File: src/hdl/rmt_pkg.sv
// Shared types for the running median tracker: controller commands and datapath status.
`timescale 1ns / 1ps

package rmt_pkg;

    typedef enum logic [1:0] {
        RD_TOP  = 2'd0,
        RD_DOWN = 2'd1,
        RD_LO   = 2'd2,
        RD_HI   = 2'd3
    } rd_sel_t;

    typedef enum logic [1:0] {
        WR_NONE   = 2'd0,
        WR_MOVE   = 2'd1,
        WR_PLACE  = 2'd2,
        WR_BOTTOM = 2'd3
    } wr_sel_t;

    typedef struct packed {
        logic    accept;
        logic    rd_en;
        rd_sel_t rd_sel;
        wr_sel_t wr_sel;
        logic    cnt_inc;
        logic    latch_a;
        logic    load_out;
    } rmt_cmd_t;

    typedef struct packed {
        logic count_zero;
        logic count_full;
        logic rdata_gt;
        logic idx_zero;
    } rmt_status_t;

endpackage

File: src/hdl/rmt_ctrl.sv
// Controller of the running median tracker: request handshake and insert/median sequencing.
`timescale 1ns / 1ps

module rmt_ctrl
    import rmt_pkg::*;
(
    input  logic        aclk,
    input  logic        aresetn,
    input  logic        s_tvalid,
    output logic        s_tready,
    output logic        m_tvalid,
    input  logic        m_tready,
    input  rmt_status_t status,
    output rmt_cmd_t    cmd
);

    typedef enum logic [5:0] {
        ST_IDLE   = 6'b000001,
        ST_SHIFT  = 6'b000010,
        ST_BOTTOM = 6'b000100,
        ST_MED_LO = 6'b001000,
        ST_MED_HI = 6'b010000,
        ST_SUM    = 6'b100000
    } state_t;

    state_t state_reg, state_next;
    logic   m_tvalid_reg, m_tvalid_next;
    logic   out_free;

    assign out_free = !m_tvalid_reg || m_tready;
    assign s_tready = (state_reg == ST_IDLE);
    assign m_tvalid = m_tvalid_reg;

    always_comb begin
        state_next   = state_reg;
        cmd          = '0;
        cmd.rd_sel   = RD_TOP;
        cmd.wr_sel   = WR_NONE;
        unique case (state_reg)
            ST_IDLE: begin
                if (s_tvalid) begin
                    cmd.accept = 1'b1;
                    priority if (status.count_full) begin
                        state_next = ST_MED_LO;
                    end else if (status.count_zero) begin
                        state_next = ST_BOTTOM;
                    end else begin
                        cmd.rd_en  = 1'b1;
                        cmd.rd_sel = RD_TOP;
                        state_next = ST_SHIFT;
                    end
                end
            end
            ST_SHIFT: begin
                if (status.rdata_gt) begin
                    cmd.wr_sel = WR_MOVE;
                    if (status.idx_zero) begin
                        state_next = ST_BOTTOM;
                    end else begin
                        cmd.rd_en  = 1'b1;
                        cmd.rd_sel = RD_DOWN;
                    end
                end else begin
                    cmd.wr_sel  = WR_PLACE;
                    cmd.cnt_inc = 1'b1;
                    state_next  = ST_MED_LO;
                end
            end
            ST_BOTTOM: begin
                cmd.wr_sel  = WR_BOTTOM;
                cmd.cnt_inc = 1'b1;
                state_next  = ST_MED_LO;
            end
            ST_MED_LO: begin
                cmd.rd_en  = 1'b1;
                cmd.rd_sel = RD_LO;
                state_next = ST_MED_HI;
            end
            ST_MED_HI: begin
                cmd.latch_a = 1'b1;
                cmd.rd_en   = 1'b1;
                cmd.rd_sel  = RD_HI;
                state_next  = ST_SUM;
            end
            ST_SUM: begin
                if (out_free) begin
                    cmd.load_out = 1'b1;
                    state_next   = ST_IDLE;
                end
            end
            default: state_next = ST_IDLE;
        endcase
    end

    always_comb begin
        m_tvalid_next = m_tvalid_reg;
        if (cmd.load_out) begin
            m_tvalid_next = 1'b1;
        end else if (m_tready) begin
            m_tvalid_next = 1'b0;
        end
    end

    always_ff @(posedge aclk) begin
        if (!aresetn) begin
            state_reg    <= ST_IDLE;
            m_tvalid_reg <= 1'b0;
        end else begin
            state_reg    <= state_next;
            m_tvalid_reg <= m_tvalid_next;
        end
    end

    a_accept_blocks: assert property (@(posedge aclk) disable iff (!aresetn)
        (s_tvalid && s_tready) |=> !s_tready)
        else $error("request accepted while previous one still in progress");

    a_load_when_free: assert property (@(posedge aclk) disable iff (!aresetn)
        cmd.load_out |-> out_free)
        else $error("output overwritten while result pending");

    a_place_ends_shift: assert property (@(posedge aclk) disable iff (!aresetn)
        (state_reg == ST_SHIFT && !status.rdata_gt) |=> (state_reg == ST_MED_LO))
        else $error("insert did not finish after placing the sample");

    a_full_no_write: assert property (@(posedge aclk) disable iff (!aresetn)
        (state_reg == ST_IDLE && s_tvalid && status.count_full) |=>
        (state_reg == ST_MED_LO && cmd.wr_sel == WR_NONE && !cmd.cnt_inc))
        else $error("full store modified by dropped sample");

endmodule

File: config.mk
export PLATFORM = sky130hd
export DESIGN_NAME = rmt_ctrl
export DESIGN_NICKNAME = d
export VERILOG_FILES = /design/src/hdl/rmt_pkg.sv /design/src/hdl/rmt_ctrl.sv
export SDC_FILE = /design/constraint.sdc
export NUM_CORES = 1
export LEC_CHECK = 0
export BUFFER_PORTS_ARGS = -buffer_cell sky130_fd_sc_hd__buf_2
export CAP_MARGIN = 5
export CORE_AREA = 2 2 39 41
export DETAILED_ROUTE_END_ITERATION = 12
export DIE_AREA = 0 0 41 43
export GPL_ROUTABILITY_DRIVEN = 0
export SLEW_MARGIN = 20
export SYNTH_ARGS = -nofsm -noshare
export SYNTH_HDL_FRONTEND = slang
export SYNTH_SLANG_ARGS = --single-unit
File: constraint.sdc
create_clock -name aclk -period 2.6 [get_ports aclk]
set_input_delay 0.65 -clock aclk [delete_from_list [all_inputs] [get_ports aclk]]
set_output_delay 0.65 -clock aclk [all_outputs]
set_load 0.01 [all_outputs]
# Word-level counts from Yosys, hierarchy flattened
# Index checks and enable logic that the tools add are counted.
# word_totals
ff_bits	7
input_bits	8
output_inout_bits	11
wordCells	37
# classes
n_eq_ne	9
n_mux	22
n_reduce_logical	4
# ops
operator	count
6-bit case mux with 6 select lines	1
6-bit two-way mux	5
3-bit two-way mux	5
3-bit case mux with 4 select lines	1
1-bit two-way mux	7
6-bit by 1-bit equality test with 1-bit output, second input constant	1
6-bit by 2-bit equality test with 1-bit output, second input constant	1
6-bit by 3-bit equality test with 1-bit output, second input constant	1
6-bit by 4-bit equality test with 1-bit output, second input constant	1
6-bit by 5-bit equality test with 1-bit output, second input constant	1
6-bit equality test, second input constant	1
3-bit case mux with 2 select lines	1
4-bit two-way mux	1
2-bit != test, second input constant	2
3-bit != test, second input constant	1
3-bit AND reduction	1
2-bit two-way mux	1
2-bit nonzero test	1
1-bit zero test	1
1-bit logical OR	1

# Depth between registers and ports, before layout
# Gate-level depths: netlist (run 1).
# depth
word_depth	5
ltp_mapped	4
ltp_nobuf	4

# Least setup slack after synthesis (run 1)
# Ideal clock, no wire load.
# synth_path
path_type	input to output
from	in status[1] in the netlist's numbering
to	out cmd[4] in the netlist's numbering
t_arrival_ps	1573
required_ps	1950
setup_slack_ps	377
cell_stages	3
n_path_buf	1
path_cell_list	or3b_2 -> a21oi_1 -> buf_4
# synth_lines
element	line	text
start: declaration	rmt_ctrl.sv:13	input rmt_status_t status,
end: declaration	rmt_ctrl.sv:14	output rmt_cmd_t cmd

==> flow_metrics.py, run 1 <==
metrics = {
    "status": {
        "run_status": "finished clean",
    },
    "placement": {
        "port_buffers": 18,
        "pre_cts_worst_setup_slack_ns": 0.360,
        "detailedPlacementHpwl_um": 863,
    },
    "worst_setup_path": {
        "worstSetupStartpointType": "flip-flop",
        "critPathCaptureType": "output pin",
        "crit_chain": "or4_4, or3_4, nand3b_1, buf_2",
        "worst_ep_required_time_ns": 1.95,
        "crit_type": "flip-flop to output pin",
        "worst-path-max-fanout": 6,
        "worst_path_largest_cell_delay_ns": 0.56,
        "cpMaxStageDelayCell": "sky130_fd_sc_hd__or4_4",
        "cpLargestDelayFamily": "simple AND/OR/NAND/NOR gates",
        "cp_data_arrival_time_ns": 1.82,
        "cp.buffers_inverters": 1,
    },
    "drt": {
        "m1WireLength_um": 532,
        "drt-pass1-iter-count": 2,
        "drcViolationCount": 0,
        "top_layer_used": "met4",
        "met2_wirelength_um": 549,
        "drt-wirelength-per-cell_um": 12.2,
        "postRouteAntennaNets": 0,
        "wl_met3_um": 29,
        "routed_via_density": 5.21,
        "drtIter0Drc": 10,
        "drt-total-wl_um": 1120,
        "vias": 479,
    },
    "sta": {
        "skew_ns": 0.000354,
        "relSlewSlack_pct": 66.8,
        "post-route-worst-setup-slack_ns": 0.132,
        "fmax_ghz": 0.405,
        "hold_violations": 0,
        "timing_worst_slew_pin_value_ns": 0.494,
        "timing.setup.tns_ns": 0,
        "finalMaxSlewViolations": 0,
        "timing.final.crit_period_ns": 2.47,
        "unrepaired_setup_endpoints_after_global_routing": "false",
        "post-route-period-util_pct": 94.9,
        "report.final.setup_viol": 0,
    },
    "synth": {
        "syn-num-nets": 63,
        "syn_inst": 55,
        "synth_warnings": 0,
        "netlist.area_leader.share_pct": 30.3,
        "seq_area_frac_synth_pct": 30.3,
        "yosys.cell_types.count": 26,
        "synth_simple_gate_area_share_pct": 41.9,
        "synth_top_family_by_area": "simple AND/OR/NAND/NOR gates",
        "synth-adder-area-share_pct": 0,
        "synth_xor_xnor_area_share_pct": 1.89,
        "synth_top_area_cell": "sky130_fd_sc_hd__dfxtp_1",
        "mux_share_of_post_synthesis_cell_area_pct": 0,
        "synth_compound_area_share_pct": 21.9,
        "synth.top_cells.by_area": "sky130_fd_sc_hd__dfxtp_1, sky130_fd_sc_hd__nand3b_1, sky130_fd_sc_hd__o311ai_4, sky130_fd_sc_hd__a21oi_1, sky130_fd_sc_hd__nor2_1",
        "yosys_register_bits": 7,
        "synth_area_um2": 463,
        "avgSynthCellArea_um2": 8.42,
    },
    "global_route": {
        "grt_antenna_before_repair": 0,
        "globalRoute.totalOverflow": 0,
        "largest_net_degree_at_the_start_of_global_routing": 9,
        "track_usage_pct": 15.6,
        "first_global_vias": 442,
        "grt_first_pass_wirelength_um": 1880,
    },
    "cts": {
        "tritoncts.num_buffers": 3,
        "tritoncts": "done",
        "clk_pin_slew_worst_paths_ns": 0.05,
        "ctsResizeCount": 0,
        "clk_path_buf_depth": 2,
        "postCtsSetupRepairBufs": 0,
        "clock_tree.root_cell": "sky130_fd_sc_hd__clkbuf_4",
        "clock_insertion_delay_worst_skew_ns": 0.25,
        "cts-htree-levels": 1,
        "cts.hold.buffers_added": 0,
        "number_of_clock_sinks": 7,
    },
    "power_and_ir_drop": {
        "share_comb_of_total_power_pct": 34.4,
        "irDropWorstVdd_v": 0.000231,
        "p_switching_w": 0.000120,
        "switching_share_pct": 34.3,
        "p_leak_nw": 0.275,
        "p_seq_share_pct": 36.8,
        "cellInternalPower_w": 0.000230,
        "clock_network_power_share_pct": 28.8,
        "power.density_nw_per_um2": 591,
    },
    "floorplanning": {
        "num_io_pins": 19,
        "die_width_um": 41,
        "initial_core_util_pct": 33.5,
        "floorplan.die_area_um2": 1760,
        "die_y_um": 43,
        "core_region_area_um2": 1380,
        "core.rowCount": 14,
    },
    "worst_hold_path": {
        "hp-class": "flip-flop to flip-flop",
    },
    "flow_run": {
        "max-cap-violations": 0,
    },
    "layout": {
        "layout_common_cells": "sky130_fd_sc_hd__buf_2, sky130_fd_sc_hd__dfxtp_1, sky130_fd_sc_hd__nor2_1, sky130_fd_sc_hd__nand3b_1, sky130_fd_sc_hd__a21oi_1",
        "nNetsFinal": 85,
        "area.growth.synth_to_final_pct": 27.8,
        "insertedDiodeCount": 0,
        "flip_flop_count_of_the_largest_register_all_copies_and_words_added": 6,
        "final_layout_size_suffix_gt1_share_pct": 36.8,
        "commonest_non_fill_non_tap_cell_in_the_layout": "sky130_fd_sc_hd__buf_2",
    },
}
## final timing paths
path                                   from                   endpoint  slack, ns  cells past startpoint
setup / recovery  state_reg[0]$_SDFFE_PN1P_                     cmd[7]       0.13                      4
hold / removal    state_reg[3]$_SDFFE_PN0P_  state_reg[4]$_SDFFE_PN0P_       0.58                      2
setup reg to reg  state_reg[2]$_SDFFE_PN0P_  state_reg[2]$_SDFFE_PN0P_       0.88                      4
hold reg to reg   state_reg[3]$_SDFFE_PN0P_  state_reg[4]$_SDFFE_PN0P_       0.58                      2
## kinds of logic after synthesis
logic type             after synthesis
buffers and inverters                3
flip-flops                           7
XOR/XNOR                             1
AO/OA/AOI/OAI                       12
AND/OR/NAND/NOR                     32
## metrics by stage
step / util (%) / instances / hold slack (ns) / power [W] / cell area [µm²]
final: 42.8 / 92 / 0.577 / 0.000350 / 592
after global routing: 42.8 / 92 / 0.610 / 0.000367 / 592
after CTS: 42.8 / 92 / 0.567 / 0.000349 / 592
after detailed placement: 40.9 / 88 / 0.550 / 0.000250 / 566
after global placement: 40.9 / 88 / 0.541 / 0.000248 / 566
after floorplan: - / 55 / 0.499 / 0.000215 / 463
## power by group through the flow
stage / logic, W / registers [W] / clock network [W]
after floorplan: 0.0000881 / 0.000127 / 0
after global placement: 0.000118 / 0.000130 / 0
after detailed placement: 0.000120 / 0.000130 / 0
after CTS: 0.000120 / 0.000128 / 0.000101
after global routing: 0.000132 / 0.000131 / 0.000104
final: 0.000120 / 0.000129 / 0.000101
## cell type report
type / count / area [µm²]
fillers: 151 / 792
multi-input cells: 45 / 304
well taps: 16 / 20.0
repair buffers: 19 / 97.6
inverters: 1 / 3.75
clock buffers: 4 / 26.3
flip-flops and latches: 7 / 140
## worst min-delay path, stage by stage (launching register included)
cell and delay, ns:
sky130_fd_sc_hd__dfxtp_1 0.38, sky130_fd_sc_hd__nand3b_1 0.11, sky130_fd_sc_hd__nor2_1 0.04
## metal layers
metal | GRT usage (%) | vias up
met1 | 22.1 | 218
met4 | 10.0 | 0
met5 | 0 | -
met3 | 1.57 | 2
met2 | 21.6 | 7
li1 | - | 252
## synthesized netlist by cell type
library cell / number
sky130_fd_sc_hd__o311ai_4: 1
sky130_fd_sc_hd__or3_4: 1
sky130_fd_sc_hd__or4_1: 1
sky130_fd_sc_hd__or3b_2: 1
sky130_fd_sc_hd__and2_1: 2
sky130_fd_sc_hd__nand3_1: 2
sky130_fd_sc_hd__nand4_1: 1
sky130_fd_sc_hd__nand2_1: 2
sky130_fd_sc_hd__a21oi_1: 5
sky130_fd_sc_hd__nor3_1: 4
sky130_fd_sc_hd__nor4_1: 1
sky130_fd_sc_hd__o211ai_1: 1
sky130_fd_sc_hd__a31o_2: 1
sky130_fd_sc_hd__a21boi_0: 1
sky130_fd_sc_hd__inv_1: 1
sky130_fd_sc_hd__a31oi_1: 1
sky130_fd_sc_hd__nand2b_1: 2
sky130_fd_sc_hd__or4_4: 1
sky130_fd_sc_hd__nor2_1: 6
sky130_fd_sc_hd__buf_4: 2
sky130_fd_sc_hd__nor2b_1: 2
sky130_fd_sc_hd__dfxtp_1: 7
sky130_fd_sc_hd__xor2_1: 1
sky130_fd_sc_hd__o21ai_0: 1
sky130_fd_sc_hd__a2bb2oi_2: 1
sky130_fd_sc_hd__nand3b_1: 6
No activity file was read; power rests on OpenSTA's default activity.
==> inputs of run 2 (changes only) <==
Settings changed: PLACE_DENSITY_LB_ADDON from default to 0.15.
Clock period 2.6 ns to 2.8 ns, I/O delays scaled along.
==> flow_metrics.py, run 2 (same netlist as run 1, synthesis figures left out) <==
metrics = {
    "drt": {
        "drt-wirelength-per-cell_um": 11.9,
        "drt-pass1-iter-count": 3,
        "drcViolationCount": 0,
        "drt-total-wl_um": 1080,
        "postRouteAntennaNets": 0,
        "drtIter0Drc": 9,
        "vias": 470,
        "routed_via_density": 5.16,
    },
    "sta": {
        "skew_ns": 0.000812,
        "relSlewSlack_pct": 66.0,
        "timing.final.crit_period_ns": 2.56,
        "unrepaired_setup_endpoints_after_global_routing": "false",
        "hold_violations": 0,
        "timing.setup.tns_ns": 0,
        "post-route-worst-setup-slack_ns": 0.235,
        "fmax_ghz": 0.390,
        "finalMaxSlewViolations": 0,
        "report.final.setup_viol": 0,
        "timing_worst_slew_pin_value_ns": 0.505,
        "post-route-period-util_pct": 91.6,
    },
    "global_route": {
        "grt_first_pass_wirelength_um": 1680,
        "first_global_vias": 385,
        "grt_antenna_before_repair": 0,
        "track_usage_pct": 14.5,
        "largest_net_degree_at_the_start_of_global_routing": 9,
        "globalRoute.totalOverflow": 0,
    },
    "layout": {
        "area.growth.synth_to_final_pct": 26.2,
        "post-route-util_pct": 42.2,
        "final_layout_size_suffix_gt1_share_pct": 36.0,
        "layout_common_cells": "sky130_fd_sc_hd__buf_2, sky130_fd_sc_hd__dfxtp_1, sky130_fd_sc_hd__nor2_1, sky130_fd_sc_hd__nand3b_1, sky130_fd_sc_hd__a21oi_1",
        "commonest_non_fill_non_tap_cell_in_the_layout": "sky130_fd_sc_hd__buf_2",
        "nNetsFinal": 84,
        "insertedDiodeCount": 0,
        "post-route-cell-area_um2": 584,
        "flip_flop_count_of_the_largest_register_all_copies_and_words_added": 6,
    },
    "cts": {
        "clock_insertion_delay_worst_skew_ns": 0.25,
        "cts-htree-levels": 1,
        "tritoncts.num_buffers": 3,
        "cts.hold.buffers_added": 0,
        "clk_path_buf_depth": 2,
        "clk_pin_slew_worst_paths_ns": 0.05,
        "tritoncts": "done",
        "clock_tree.root_cell": "sky130_fd_sc_hd__clkbuf_4",
        "ctsResizeCount": 0,
        "number_of_clock_sinks": 7,
        "postCtsSetupRepairBufs": 0,
    },
    "worst_setup_path": {
        "cp.buffers_inverters": 1,
        "cp_data_arrival_time_ns": 1.86,
        "rr_startpoint": "state_reg[5]$_SDFFE_PN0P_",
        "crit_cells": 4,
        "cpMaxStageDelayCell": "sky130_fd_sc_hd__or4_4",
        "worst-path-max-fanout": 8,
        "worst_ep_required_time_ns": 2.10,
        "cpLargestDelayFamily": "simple AND/OR/NAND/NOR gates",
        "path_depth_of_the_worst_reg2reg_path": 4,
        "worst_path_largest_cell_delay_ns": 0.57,
        "crit_chain": "or4_4, or3_4, nand3b_1, buf_2",
        "crit_type": "flip-flop to output pin",
        "worstSetupStartpointType": "flip-flop",
        "worstSetupStartpoint": "state_reg[5]$_SDFFE_PN0P_",
        "critPathCaptureType": "output pin",
    },
    "placement": {
        "dpl-instance-area_um2": 558,
        "detailedPlacementHpwl_um": 813,
        "port_buffers": 18,
        "pre_cts_worst_setup_slack_ns": 0.494,
    },
    "status": {
        "run_status": "finished clean",
    },
    "floorplanning": {
        "core.rowCount": 14,
        "die_width_um": 41,
        "num_io_pins": 19,
        "die_y_um": 43,
        "initial_core_util_pct": 33.5,
        "floorplan.die_area_um2": 1760,
        "core_region_area_um2": 1380,
    },
    "worst_hold_path": {
        "hp-start": "state_reg[3]$_SDFFE_PN0P_",
        "hp-class": "flip-flop to flip-flop",
        "holdPathStages": 2,
    },
    "flow_run": {
        "max-cap-violations": 0,
    },
    "power_and_ir_drop": {
        "power.density_nw_per_um2": 549,
        "irDropWorstVdd_v": 0.000210,
        "p_leak_nw": 0.270,
    },
}
run 2: cell count changes in the layout (fill, tap and decap cells not counted), sizes merged:
cell,change
buf,-1
run 2: power by group:
group | internal, W | switching [W] | total [W]
Clock | 0.0000544 | 0.0000372 | 0.0000916
Sequential | 0.000107 | 0.0000113 | 0.000118
Combinational | 0.0000517 | 0.0000594 | 0.000111
run 2: final timing paths:
check | to | slack (ns)
max | cmd[7] | 0.24
min | state_reg[4]$_SDFFE_PN0P_ | 0.55
max reg2reg | state_reg[2]$_SDFFE_PN0P_ | 1.04
min reg2reg | state_reg[4]$_SDFFE_PN0P_ | 0.55
run 2: cell type report:
class / instances / area (µm²)
fillers: 162 / 800
multi-input cells: 45 / 304
flip-flops and latches: 7 / 140
repair buffers: 18 / 90.1
clock buffers: 4 / 26.3
well taps: 16 / 20.0
inverters: 1 / 3.75
run 2: worst reg2reg max path, delay by kind of cell, from the launching register on:
family	cells	cell delay, ns
AND/OR/NAND/NOR	3	1.11
flip-flops	1	0.39
AO/OA/AOI/OAI	1	0.14
run 2: routing by layer:
metal / vias to the layer above / global-route usage, % / share of wire (%)
met5: - / 0 / 0
met4: 0 / 10.0 / 0.74
met3: 2 / 3.14 / 6.5
met2: 15 / 20.3 / 44
met1: 208 / 18.8 / 49
li1: 245 / - / -
run 2: per-stage QoR:
stage | instances | total power [W] | hold WS, ns
after floorplan | 55 | 0.000199 | 0.499
final | 91 | 0.000321 | 0.553
after CTS | 91 | 0.000325 | 0.547
after global placement | 87 | 0.000232 | 0.537
after detailed placement | 87 | 0.000232 | 0.541
after global routing | 91 | 0.000346 | 0.598
